<file path="config.mk">
export PLATFORM = sky130hd
export DESIGN_NAME = auto_exposure_adaptation
export DESIGN_NICKNAME = d
export VERILOG_FILES = /design/src/sv/aea_pkg.sv /design/src/sv/auto_exposure_adaptation.sv
export VERILOG_INCLUDE_DIRS = /design/src /design/src/sv
export SDC_FILE = /design/constraint.sdc
export NUM_CORES = 2
export LEC_CHECK = 0
export ABC_AREA = 1
export BUFFER_PORTS_ARGS = -buffer_cell sky130_fd_sc_hd__buf_4
export CAP_MARGIN = 20
export CORE_MARGIN = 3
export CORE_UTILIZATION = 60
export CTS_CLUSTER_SIZE = 28
export DETAILED_ROUTE_END_ITERATION = 10
export PLACE_DENSITY = 0.76
export SETUP_SLACK_MARGIN = 0.05
export SYNTH_ARGS = -nofsm -noshare
export SYNTH_HDL_FRONTEND = slang
export SYNTH_SLANG_ARGS = --single-unit
</file>
<file path="constraint.sdc">
create_clock -name aclk -period 14.29 [get_ports aclk]
set_input_delay 0.7145 -clock aclk [delete_from_list [all_inputs] [get_ports aclk]]
set_output_delay 0.7145 -clock aclk [all_outputs]
set_load 0.01 [all_outputs]
</file>
<file path="src/sv/assert_macros.svh">
// Assertion macros used by the RTL in auto_exposure_adaptation.sv.
`ifndef ASSERT_MACROS_SVH
`define ASSERT_MACROS_SVH

// Same-cycle implication, disabled during reset.
`define AEA_ASSERT_IMPL(label, clk, rst_n, ante, cons) \
    label: assert property (@(posedge clk) disable iff (!(rst_n)) (ante) |-> (cons)) \
        else $error("assertion failed: implication");

// Next-cycle implication, disabled during reset.
`define AEA_ASSERT_NEXT(label, clk, rst_n, ante, cons) \
    label: assert property (@(posedge clk) disable iff (!(rst_n)) (ante) |=> (cons)) \
        else $error("assertion failed: next-cycle implication");

`endif

</file>
<file path="src/sv/aea_pkg.sv">
// Constants, widths and the exp2 root table for the auto exposure block.
`timescale 1ns / 1ps
`default_nettype none

package aea_pkg;

    localparam int FRAC_BITS      = 12;
    localparam int MAX_STOPS_DOWN = 20;
    localparam int ONE            = 1 << FRAC_BITS;

    localparam int LOG_W     = 19;
    localparam int GAIN_W    = 18;
    localparam int LIN_W     = 24;
    localparam int RATE_W    = 17;
    localparam int RATE_FRAC = 16;
    localparam int CFG_W     = 19;
    localparam int CFG_IDX_W = 3;

    // exp2 accumulator: Q1.30 in 31 bits
    localparam int M_FRAC    = 30;
    localparam int M_W       = 31;
    localparam int PROD_W    = 62;
    localparam int LIN_SHIFT = M_FRAC - (LIN_W - 1);
    localparam int SHIFT_MAX = LIN_SHIFT + MAX_STOPS_DOWN;
    localparam int SHW       = $clog2(SHIFT_MAX + 1);
    localparam int JW        = $clog2(FRAC_BITS);

    // largest |level - target| that snaps: 100 * diff < ONE
    localparam int SNAP_MAX  = (ONE - 1) / 100;

    localparam logic [RATE_W-1:0] RATE_ONE = RATE_W'(1 << RATE_FRAC);
    localparam logic [LIN_W-1:0]  LIN_ONE  = LIN_W'(1 << (LIN_W - 1));

    localparam logic [CFG_IDX_W-1:0] CFG_AUTO_ENABLE = 3'd0;
    localparam logic [CFG_IDX_W-1:0] CFG_KEY_LOG2    = 3'd1;
    localparam logic [CFG_IDX_W-1:0] CFG_FLOOR_LOG2  = 3'd2;
    localparam logic [CFG_IDX_W-1:0] CFG_CEIL_LOG2   = 3'd3;
    localparam logic [CFG_IDX_W-1:0] CFG_RATE_BRIGHT = 3'd4;
    localparam logic [CFG_IDX_W-1:0] CFG_RATE_DARK   = 3'd5;
    localparam logic [CFG_IDX_W-1:0] CFG_CAMERA_LOG2 = 3'd6;

    localparam logic signed [LOG_W-1:0] KEY_RESET   = -19'sd10133;
    localparam logic signed [LOG_W-1:0] FLOOR_RESET = -19'sd122880;
    localparam logic signed [LOG_W-1:0] CEIL_RESET  = 19'sd98304;
    localparam logic [RATE_W-1:0]       RATE_RESET  = 17'd2621;

    typedef logic [31:0] vtab_t [FRAC_BITS];

    function automatic logic [31:0] isqrt64(input logic [63:0] x);
        logic [31:0] res;
        logic [31:0] trial;
        res = '0;
        for (int b = 31; b >= 0; b--) begin
            trial = res | (32'd1 << b);
            if (64'(trial) * 64'(trial) <= x) begin
                res = trial;
            end
        end
        return res;
    endfunction

    // entry k is 2^(2^-(k+1)) in Q2.30, each the root of the one before
    function automatic vtab_t build_vtab();
        vtab_t       t;
        logic [63:0] prev;
        prev = 64'd1 << 31;
        for (int j = 0; j < FRAC_BITS; j++) begin
            t[j] = isqrt64(prev << M_FRAC);
            prev = 64'(t[j]);
        end
        return t;
    endfunction

    localparam vtab_t VTAB = build_vtab();

endpackage

`default_nettype wire

</file>
<file path="src/sv/auto_exposure_adaptation.sv">
// Auto exposure eye adaptation: blend, gain and linear gain on one shared multiplier.
// A request steps through CLAMP, BLEND_MUL and BLEND_FIN when a blend runs, GAIN, then EXP
// over the fraction bits of gain_log2 (EXP_RND adds one multiply for each set bit), SCALE
// and DONE, which registers the result. A new request is taken only in ST_IDLE.
// A new request is taken while the previous result waits on m_ready.
// aresetn (synchronous, active low) restores register defaults and clears the level.
`timescale 1ns / 1ps
`default_nettype none

`include "assert_macros.svh"

module auto_exposure_adaptation (
    input  wire                                aclk,
    input  wire                                aresetn,

    input  wire                                cfg_wr_en,
    input  wire [aea_pkg::CFG_IDX_W-1:0]       cfg_index,
    input  wire [aea_pkg::CFG_W-1:0]           cfg_wdata,

    input  wire                                s_valid,
    output logic                               s_ready,
    input  wire                                s_command,
    input  wire signed [aea_pkg::LOG_W-1:0]    s_measured_log2,
    input  wire                                s_measured_finite,

    output logic                               m_valid,
    input  wire                                m_ready,
    output logic                               m_accepted,
    output logic signed [aea_pkg::LOG_W-1:0]   m_target_log2,
    output logic signed [aea_pkg::LOG_W-1:0]   m_adapted_log2,
    output logic                               m_adapted_ok,
    output logic signed [aea_pkg::GAIN_W-1:0]  m_gain_log2,
    output logic [aea_pkg::LIN_W-1:0]          m_gain_linear,
    output logic signed [aea_pkg::LOG_W-1:0]   m_pre_exposure_log2
);

    localparam int LOG_W  = aea_pkg::LOG_W;
    localparam int GAIN_W = aea_pkg::GAIN_W;

    typedef enum logic [3:0] {
        ST_IDLE,
        ST_CLAMP,
        ST_BLEND_MUL,
        ST_BLEND_FIN,
        ST_GAIN,
        ST_EXP,
        ST_EXP_RND,
        ST_SCALE,
        ST_DONE
    } state_t;

    // configuration registers
    logic                              auto_enable_reg;
    logic signed [LOG_W-1:0]           key_reg;
    logic signed [LOG_W-1:0]           floor_reg;
    logic signed [LOG_W-1:0]           ceil_reg;
    logic [aea_pkg::RATE_W-1:0]        rate_bright_reg;
    logic [aea_pkg::RATE_W-1:0]        rate_dark_reg;
    logic signed [LOG_W-1:0]           cam_reg;

    always_ff @(posedge aclk) begin
        if (!aresetn) begin
            auto_enable_reg <= 1'b1;
            key_reg         <= aea_pkg::KEY_RESET;
            floor_reg       <= aea_pkg::FLOOR_RESET;
            ceil_reg        <= aea_pkg::CEIL_RESET;
            rate_bright_reg <= aea_pkg::RATE_RESET;
            rate_dark_reg   <= aea_pkg::RATE_RESET;
            cam_reg         <= '0;
        end else if (cfg_wr_en) begin
            case (cfg_index)
                aea_pkg::CFG_AUTO_ENABLE: auto_enable_reg <= cfg_wdata[0];
                aea_pkg::CFG_KEY_LOG2:    key_reg         <= $signed(cfg_wdata[LOG_W-1:0]);
                aea_pkg::CFG_FLOOR_LOG2:  floor_reg       <= $signed(cfg_wdata[LOG_W-1:0]);
                aea_pkg::CFG_CEIL_LOG2:   ceil_reg        <= $signed(cfg_wdata[LOG_W-1:0]);
                aea_pkg::CFG_RATE_BRIGHT: rate_bright_reg <= cfg_wdata[aea_pkg::RATE_W-1:0];
                aea_pkg::CFG_RATE_DARK:   rate_dark_reg   <= cfg_wdata[aea_pkg::RATE_W-1:0];
                aea_pkg::CFG_CAMERA_LOG2: cam_reg         <= $signed(cfg_wdata[LOG_W-1:0]);
                default: ;
            endcase
        end
    end

    // sequencer state and working registers
    state_t                            state_reg, state_next;
    logic                              cmd_reg, cmd_next;
    logic                              fin_reg, fin_next;
    logic signed [LOG_W-1:0]           meas_reg, meas_next;
    logic signed [LOG_W-1:0]           level_reg, level_next;
    logic                              held_reg, held_next;
    logic signed [LOG_W-1:0]           target_reg, target_next;
    logic                              acc_reg, acc_next;
    logic                              neg_reg, neg_next;
    logic [aea_pkg::PROD_W-1:0]        prod_reg, prod_next;
    logic signed [GAIN_W-1:0]          gain_reg, gain_next;
    logic [aea_pkg::FRAC_BITS-1:0]     frac_reg, frac_next;
    logic [aea_pkg::SHW-1:0]           shift_reg, shift_next;
    logic [aea_pkg::M_W-1:0]           m_reg, m_next;
    logic [aea_pkg::JW-1:0]            k_reg, k_next;
    logic signed [LOG_W-1:0]           pre_reg, pre_next;
    logic [aea_pkg::LIN_W-1:0]         lin_reg, lin_next;

    // result registers
    logic                              out_valid_reg, out_valid_next;
    logic                              out_acc_reg, out_acc_next;
    logic signed [LOG_W-1:0]           out_target_reg, out_target_next;
    logic signed [LOG_W-1:0]           out_level_reg, out_level_next;
    logic                              out_held_reg, out_held_next;
    logic signed [GAIN_W-1:0]          out_gain_reg, out_gain_next;
    logic [aea_pkg::LIN_W-1:0]         out_lin_reg, out_lin_next;
    logic signed [LOG_W-1:0]           out_pre_reg, out_pre_next;

    // shared multiplier
    logic [31:0]                       mul_a, mul_b;
    logic [63:0]                       mul_p;

    // datapath terms
    logic signed [LOG_W-1:0]           clamp_lo, clamp_t;
    logic signed [LOG_W:0]             d_val;
    logic [LOG_W:0]                    d_mag;
    logic [aea_pkg::RATE_W-1:0]        rate_sel, rate_eff;
    logic [LOG_W:0]                    q_mag;
    logic signed [LOG_W+1:0]           delta, a_wide, diff_s;
    logic [LOG_W+1:0]                  diff_mag;
    logic signed [LOG_W:0]             kd;
    logic signed [GAIN_W-1:0]          g_val, g_int;
    logic signed [LOG_W:0]             pre_sum;
    logic [aea_pkg::JW-1:0]            bit_idx;
    logic                              k_last;
    logic [63:0]                       round_sum;

    assign mul_p = mul_a * mul_b;

    always_comb begin
        clamp_lo = (meas_reg < floor_reg) ? floor_reg : meas_reg;
        clamp_t  = (clamp_lo > ceil_reg) ? ceil_reg : clamp_lo;

        d_val    = {target_reg[LOG_W-1], target_reg} - {level_reg[LOG_W-1], level_reg};
        d_mag    = d_val[LOG_W] ? (LOG_W+1)'(-d_val) : d_val;
        rate_sel = (target_reg > level_reg) ? rate_bright_reg : rate_dark_reg;
        rate_eff = (rate_sel > aea_pkg::RATE_ONE) ? aea_pkg::RATE_ONE : rate_sel;

        q_mag    = (LOG_W+1)'((prod_reg + aea_pkg::PROD_W'(1 << (aea_pkg::RATE_FRAC - 1)))
                              >> aea_pkg::RATE_FRAC);
        delta    = neg_reg ? -$signed({1'b0, q_mag}) : $signed({1'b0, q_mag});
        a_wide   = {{2{level_reg[LOG_W-1]}}, level_reg} + delta;
        diff_s   = a_wide - {{2{target_reg[LOG_W-1]}}, target_reg};
        diff_mag = diff_s[LOG_W+1] ? (LOG_W+2)'(-diff_s) : diff_s;

        kd = {key_reg[LOG_W-1], key_reg} - {level_reg[LOG_W-1], level_reg};
        if (!(auto_enable_reg && held_reg)) begin
            g_val = '0;
        end else if (kd > 0) begin
            g_val = '0;
        end else if (kd < -(LOG_W+1)'(aea_pkg::MAX_STOPS_DOWN * aea_pkg::ONE)) begin
            g_val = -GAIN_W'(aea_pkg::MAX_STOPS_DOWN * aea_pkg::ONE);
        end else begin
            g_val = kd[GAIN_W-1:0];
        end
        g_int   = g_val >>> aea_pkg::FRAC_BITS;
        pre_sum = {cam_reg[LOG_W-1], cam_reg} + (LOG_W+1)'(g_val);

        bit_idx   = aea_pkg::JW'(aea_pkg::FRAC_BITS - 1) - k_reg;
        k_last    = (k_reg == aea_pkg::JW'(aea_pkg::FRAC_BITS - 1));
        round_sum = 64'(m_reg) + (64'd1 << (shift_reg - aea_pkg::SHW'(1)));

        if (state_reg == ST_BLEND_MUL) begin
            mul_a = 32'(d_mag);
            mul_b = 32'(rate_eff);
        end else begin
            mul_a = 32'(m_reg);
            mul_b = aea_pkg::VTAB[k_reg];
        end
    end

    always_comb begin
        state_next      = state_reg;
        cmd_next        = cmd_reg;
        fin_next        = fin_reg;
        meas_next       = meas_reg;
        level_next      = level_reg;
        held_next       = held_reg;
        target_next     = target_reg;
        acc_next        = acc_reg;
        neg_next        = neg_reg;
        prod_next       = prod_reg;
        gain_next       = gain_reg;
        frac_next       = frac_reg;
        shift_next      = shift_reg;
        m_next          = m_reg;
        k_next          = k_reg;
        pre_next        = pre_reg;
        lin_next        = lin_reg;
        out_valid_next  = out_valid_reg;
        out_acc_next    = out_acc_reg;
        out_target_next = out_target_reg;
        out_level_next  = out_level_reg;
        out_held_next   = out_held_reg;
        out_gain_next   = out_gain_reg;
        out_lin_next    = out_lin_reg;
        out_pre_next    = out_pre_reg;

        if (out_valid_reg && m_ready) begin
            out_valid_next = 1'b0;
        end

        case (state_reg)
            ST_IDLE: begin
                if (s_valid) begin
                    cmd_next   = s_command;
                    fin_next   = s_measured_finite;
                    meas_next  = s_measured_log2;
                    state_next = ST_CLAMP;
                end
            end
            ST_CLAMP: begin
                state_next  = ST_GAIN;
                target_next = '0;
                acc_next    = 1'b0;
                if (cmd_reg) begin
                    level_next = '0;
                    held_next  = 1'b0;
                end else if (fin_reg) begin
                    target_next = clamp_t;
                    acc_next    = 1'b1;
                    if (held_reg) begin
                        state_next = ST_BLEND_MUL;
                    end else begin
                        level_next = clamp_t;
                        held_next  = 1'b1;
                    end
                end
            end
            ST_BLEND_MUL: begin
                prod_next  = mul_p[aea_pkg::PROD_W-1:0];
                neg_next   = d_val[LOG_W];
                state_next = ST_BLEND_FIN;
            end
            ST_BLEND_FIN: begin
                if (diff_mag <= (LOG_W+2)'(aea_pkg::SNAP_MAX)) begin
                    level_next = target_reg;
                end else begin
                    level_next = a_wide[LOG_W-1:0];
                end
                state_next = ST_GAIN;
            end
            ST_GAIN: begin
                gain_next  = g_val;
                frac_next  = g_val[aea_pkg::FRAC_BITS-1:0];
                shift_next = aea_pkg::SHW'(aea_pkg::LIN_SHIFT) + aea_pkg::SHW'(-g_int);
                m_next     = aea_pkg::M_W'(1 << aea_pkg::M_FRAC);
                k_next     = '0;
                if (pre_sum > (LOG_W+1)'((1 << (LOG_W - 1)) - 1)) begin
                    pre_next = LOG_W'((1 << (LOG_W - 1)) - 1);
                end else if (pre_sum < -(LOG_W+1)'(1 << (LOG_W - 1))) begin
                    pre_next = -LOG_W'(1 << (LOG_W - 1));
                end else begin
                    pre_next = pre_sum[LOG_W-1:0];
                end
                state_next = ST_EXP;
            end
            ST_EXP: begin
                if (frac_reg[bit_idx]) begin
                    prod_next  = mul_p[aea_pkg::PROD_W-1:0];
                    state_next = ST_EXP_RND;
                end else if (k_last) begin
                    state_next = ST_SCALE;
                end else begin
                    k_next = k_reg + aea_pkg::JW'(1);
                end
            end
            ST_EXP_RND: begin
                m_next = aea_pkg::M_W'((prod_reg + (aea_pkg::PROD_W'(1) << (aea_pkg::M_FRAC - 1)))
                                       >> aea_pkg::M_FRAC);
                if (k_last) begin
                    state_next = ST_SCALE;
                end else begin
                    k_next     = k_reg + aea_pkg::JW'(1);
                    state_next = ST_EXP;
                end
            end
            ST_SCALE: begin
                lin_next   = aea_pkg::LIN_W'(round_sum >> shift_reg);
                state_next = ST_DONE;
            end
            ST_DONE: begin
                if (!out_valid_reg || m_ready) begin
                    out_valid_next  = 1'b1;
                    out_acc_next    = acc_reg;
                    out_target_next = target_reg;
                    out_level_next  = level_reg;
                    out_held_next   = held_reg;
                    out_gain_next   = gain_reg;
                    out_lin_next    = lin_reg;
                    out_pre_next    = pre_reg;
                    state_next      = ST_IDLE;
                end
            end
            default: state_next = ST_IDLE;
        endcase
    end

    always_ff @(posedge aclk) begin
        cmd_next_assign: begin
            cmd_reg        <= cmd_next;
            fin_reg        <= fin_next;
            meas_reg       <= meas_next;
            target_reg     <= target_next;
            acc_reg        <= acc_next;
            neg_reg        <= neg_next;
            prod_reg       <= prod_next;
            gain_reg       <= gain_next;
            frac_reg       <= frac_next;
            shift_reg      <= shift_next;
            m_reg          <= m_next;
            k_reg          <= k_next;
            pre_reg        <= pre_next;
            lin_reg        <= lin_next;
            out_acc_reg    <= out_acc_next;
            out_target_reg <= out_target_next;
            out_level_reg  <= out_level_next;
            out_held_reg   <= out_held_next;
            out_gain_reg   <= out_gain_next;
            out_lin_reg    <= out_lin_next;
            out_pre_reg    <= out_pre_next;
        end
        if (!aresetn) begin
            state_reg     <= ST_IDLE;
            level_reg     <= '0;
            held_reg      <= 1'b0;
            out_valid_reg <= 1'b0;
        end else begin
            state_reg     <= state_next;
            level_reg     <= level_next;
            held_reg      <= held_next;
            out_valid_reg <= out_valid_next;
        end
    end

    assign s_ready             = (state_reg == ST_IDLE);
    assign m_valid             = out_valid_reg;
    assign m_accepted          = out_acc_reg;
    assign m_target_log2       = out_target_reg;
    assign m_adapted_log2      = out_level_reg;
    assign m_adapted_ok        = out_held_reg;
    assign m_gain_log2         = out_gain_reg;
    assign m_gain_linear       = out_lin_reg;
    assign m_pre_exposure_log2 = out_pre_reg;

    `AEA_ASSERT_IMPL(a_unity_gain, aclk, aresetn, m_valid && (m_gain_log2 == '0), m_gain_linear == aea_pkg::LIN_ONE)
    `AEA_ASSERT_IMPL(a_no_level_no_gain, aclk, aresetn, m_valid && !m_adapted_ok, m_gain_log2 == '0)
    `AEA_ASSERT_IMPL(a_accept_holds_level, aclk, aresetn, m_valid && m_accepted, m_adapted_ok)
    `AEA_ASSERT_NEXT(a_busy_after_request, aclk, aresetn, s_valid && s_ready, !s_ready)

endmodule

`default_nettype wire

</file>
==> impl_metrics.ini <==
[yosys]
netlist_area_mm2 = 0.0576
ys_warn_count = 0
syn_inst = 7257
synth_flop_cell = edfxtp_1
avgSynthCellArea_um2 = 7.94
ys_seq_area_share_pct = 19.8
syn_nets = 8551
synth_edf_count = 289
ys_ff_latch = 425
ys_async_sr_fraction_pct = 0
ys_types = 67

[placed_design]
dp_hpwl_um = 162000
io_buffers = 150
placedCellCount = 8540
gp_congestion = 1.13

[worst_setup_path]
path_common_cell = fa_1
cp-end-kind = flip-flop
worst_setup_path_start_kind = flip-flop
crit_fanout = 17
cp_data_required_time_ns = 14.65
slowest_stage = clkinv_1
slowest_delay_ns = 0.73
cp.arrival_ns = 11.92
path_class = flip-flop to flip-flop

[cts]
tritoncts = yes
numCtsBuffers = 44
clock_latency_ns = 0.61
cts_setup_buffers = 0
cts-root-buf = clkbuf_16
path_clk_slew_ns = 0.06
htree_levels = 2
cts_sinks = 425
ctsResizeCount = 0
cts_buffer_depth = 3
ctsHoldBuffers = 0

[run]
cap_violations = 0

[timing]
timing.fmax_mhz = 86.5
finalHoldViolCount = 0
report.final.slew_viol_count = 0
setup_violations = 0
fin_crit_sh_pct = 80.9
setup_tns_ns = 0
worstMarginPinSlew_ns = 1.21
rsz0062_at_grt = false
maxSlewHeadroom_pct = 19.2
fin_crit_ns = 11.56
fin_skew_ns = 0.0285

[final_layout]
drive_gt1_share_pct = 5.99
fin_util_pct = 64.9
largest_reg_flops = 46
nets = 8617
fin_cells = 8627
syn2layout_area_growth_pct = 7.10
layout_common_cells = 1479 x nand2_1, 1476 x inv_1, 823 x nor2_1
final_common_cell = nand2_1

[drt]
ant_nets = 0
wl_per_cell_um = 23.0
via_per_inst = 5.90
vias = 50900
post-route-drc-count = 0
first_pass_iters = 8
drt_wl_total_um = 198000
drt_iter0_markers = 5694

[grt]
grt_max_degree = 84
grt_pass1_wl_um = 300000
antenna_found_initial = 4
grt_pass1_vias = 49500
grtUsageTotal_pct = 40.1
gr-total-overflow = 0

[floorplan]
rows = 113
io_pins = 151
coreArea_mm2 = 0.0952
die_w_um = 316
dieHeight_um = 316
initial_core_util_pct = 60.6
die_area_mm2 = 0.0998

[hold_path]
hold_class = input port to flip-flop

[status]
status = finished, final reports clean
## area by class of cell
cell class	instances	area [um2]
Tap cell	1265	1580
Antenna cell	5	12.5
Fill cell	8406	33400
Multi-Input combinational cell	5100	39800
Timing Repair Buffer	245	1880
Clock buffer	51	1170
Sequential cell	425	11400
Clock inverter	29	240
Inverter	1507	5660
## worst max-delay path: cells and delay by family, from the launching register on
family                     cells  cell delay (ns)
xor gates and xnor gates       1             0.40
DFF                            1             0.42
and+or+nand+nor               13             2.05
adders and majority gates     11             4.60
AOI/OAI and AO/OA              7             2.11
buffers and inverters         10             1.68
## per-stage QoR
step / hold slack, ns / instance area (um2) / setup slack [ns]
final: 0.283 / 61700 / 2.73
after global routing: 0.272 / 61700 / 2.25
after CTS: 0.261 / 61700 / 2.99
after detailed placement: 0.405 / 60300 / 3.01
after global placement: 0.401 / 60200 / 3.14
after floorplan: 0.400 / 57600 / 4.97
## logic make-up (layout without fill, tap and decap cells)
family | after synthesis | count (layout) | share of synthesized area [%]
compound gates | 869 | 869 | 8.38
simple gates | 2787 | 2787 | 19.8
flops | 425 | 425 | 19.8
fa+ha+maj | 1246 | 1246 | 37.6
xor+xnor | 194 | 194 | 2.97
other cells | 0 | 5 | 0
mux | 4 | 4 | 0.0695
buf+inv | 1732 | 1832 | 11.4
## path summary, 6_finish.rpt
path / end / start / cells after the start / slack [ns]
max: prod_reg[59]$_DFFE_PP_ / target_reg[0]$_SDFFCE_PP0P_ / 42 / 2.73
min: meas_reg[6]$_DFFE_PP_ / s_measured_log2[6] / 1 / 0.28
max reg2reg: prod_reg[59]$_DFFE_PP_ / target_reg[0]$_SDFFCE_PP0P_ / 42 / 2.73
min reg2reg: m_pre_exposure_log2[5]$_DFFE_PP_ / pre_reg[5]$_SDFFCE_PN1P_ / 0 / 0.41
## synth_stat cells, types with 74 or more instances
cell type,n,area [um2]
ha_1,435,5440
nand2_1,1481,5560
nand3_1,258,1290
nor2_1,833,3130
fa_1,811,16200
a21oi_1,359,1800
o21ai_0,313,1570
inv_1,1476,5540
edfxtp_1,289,8680
dfxtp_1,136,2720
clkbuf_1,195,732
nor3_1,74,370
xor2_1,135,1180
## layer usage
layer / global-route usage, % / routed length [um] / vias up
met5: 0 / 10 / -
met2: 59.8 / 85400 / 2972
met1: 55.4 / 77900 / 24800
met3: 10.3 / 24200 / 571
met4: 17.6 / 10800 / 2
li1: - / - / 22500
Power is not shown: default switching activity piles up to over one toggle a cycle in this logic, so the estimate is an artifact.
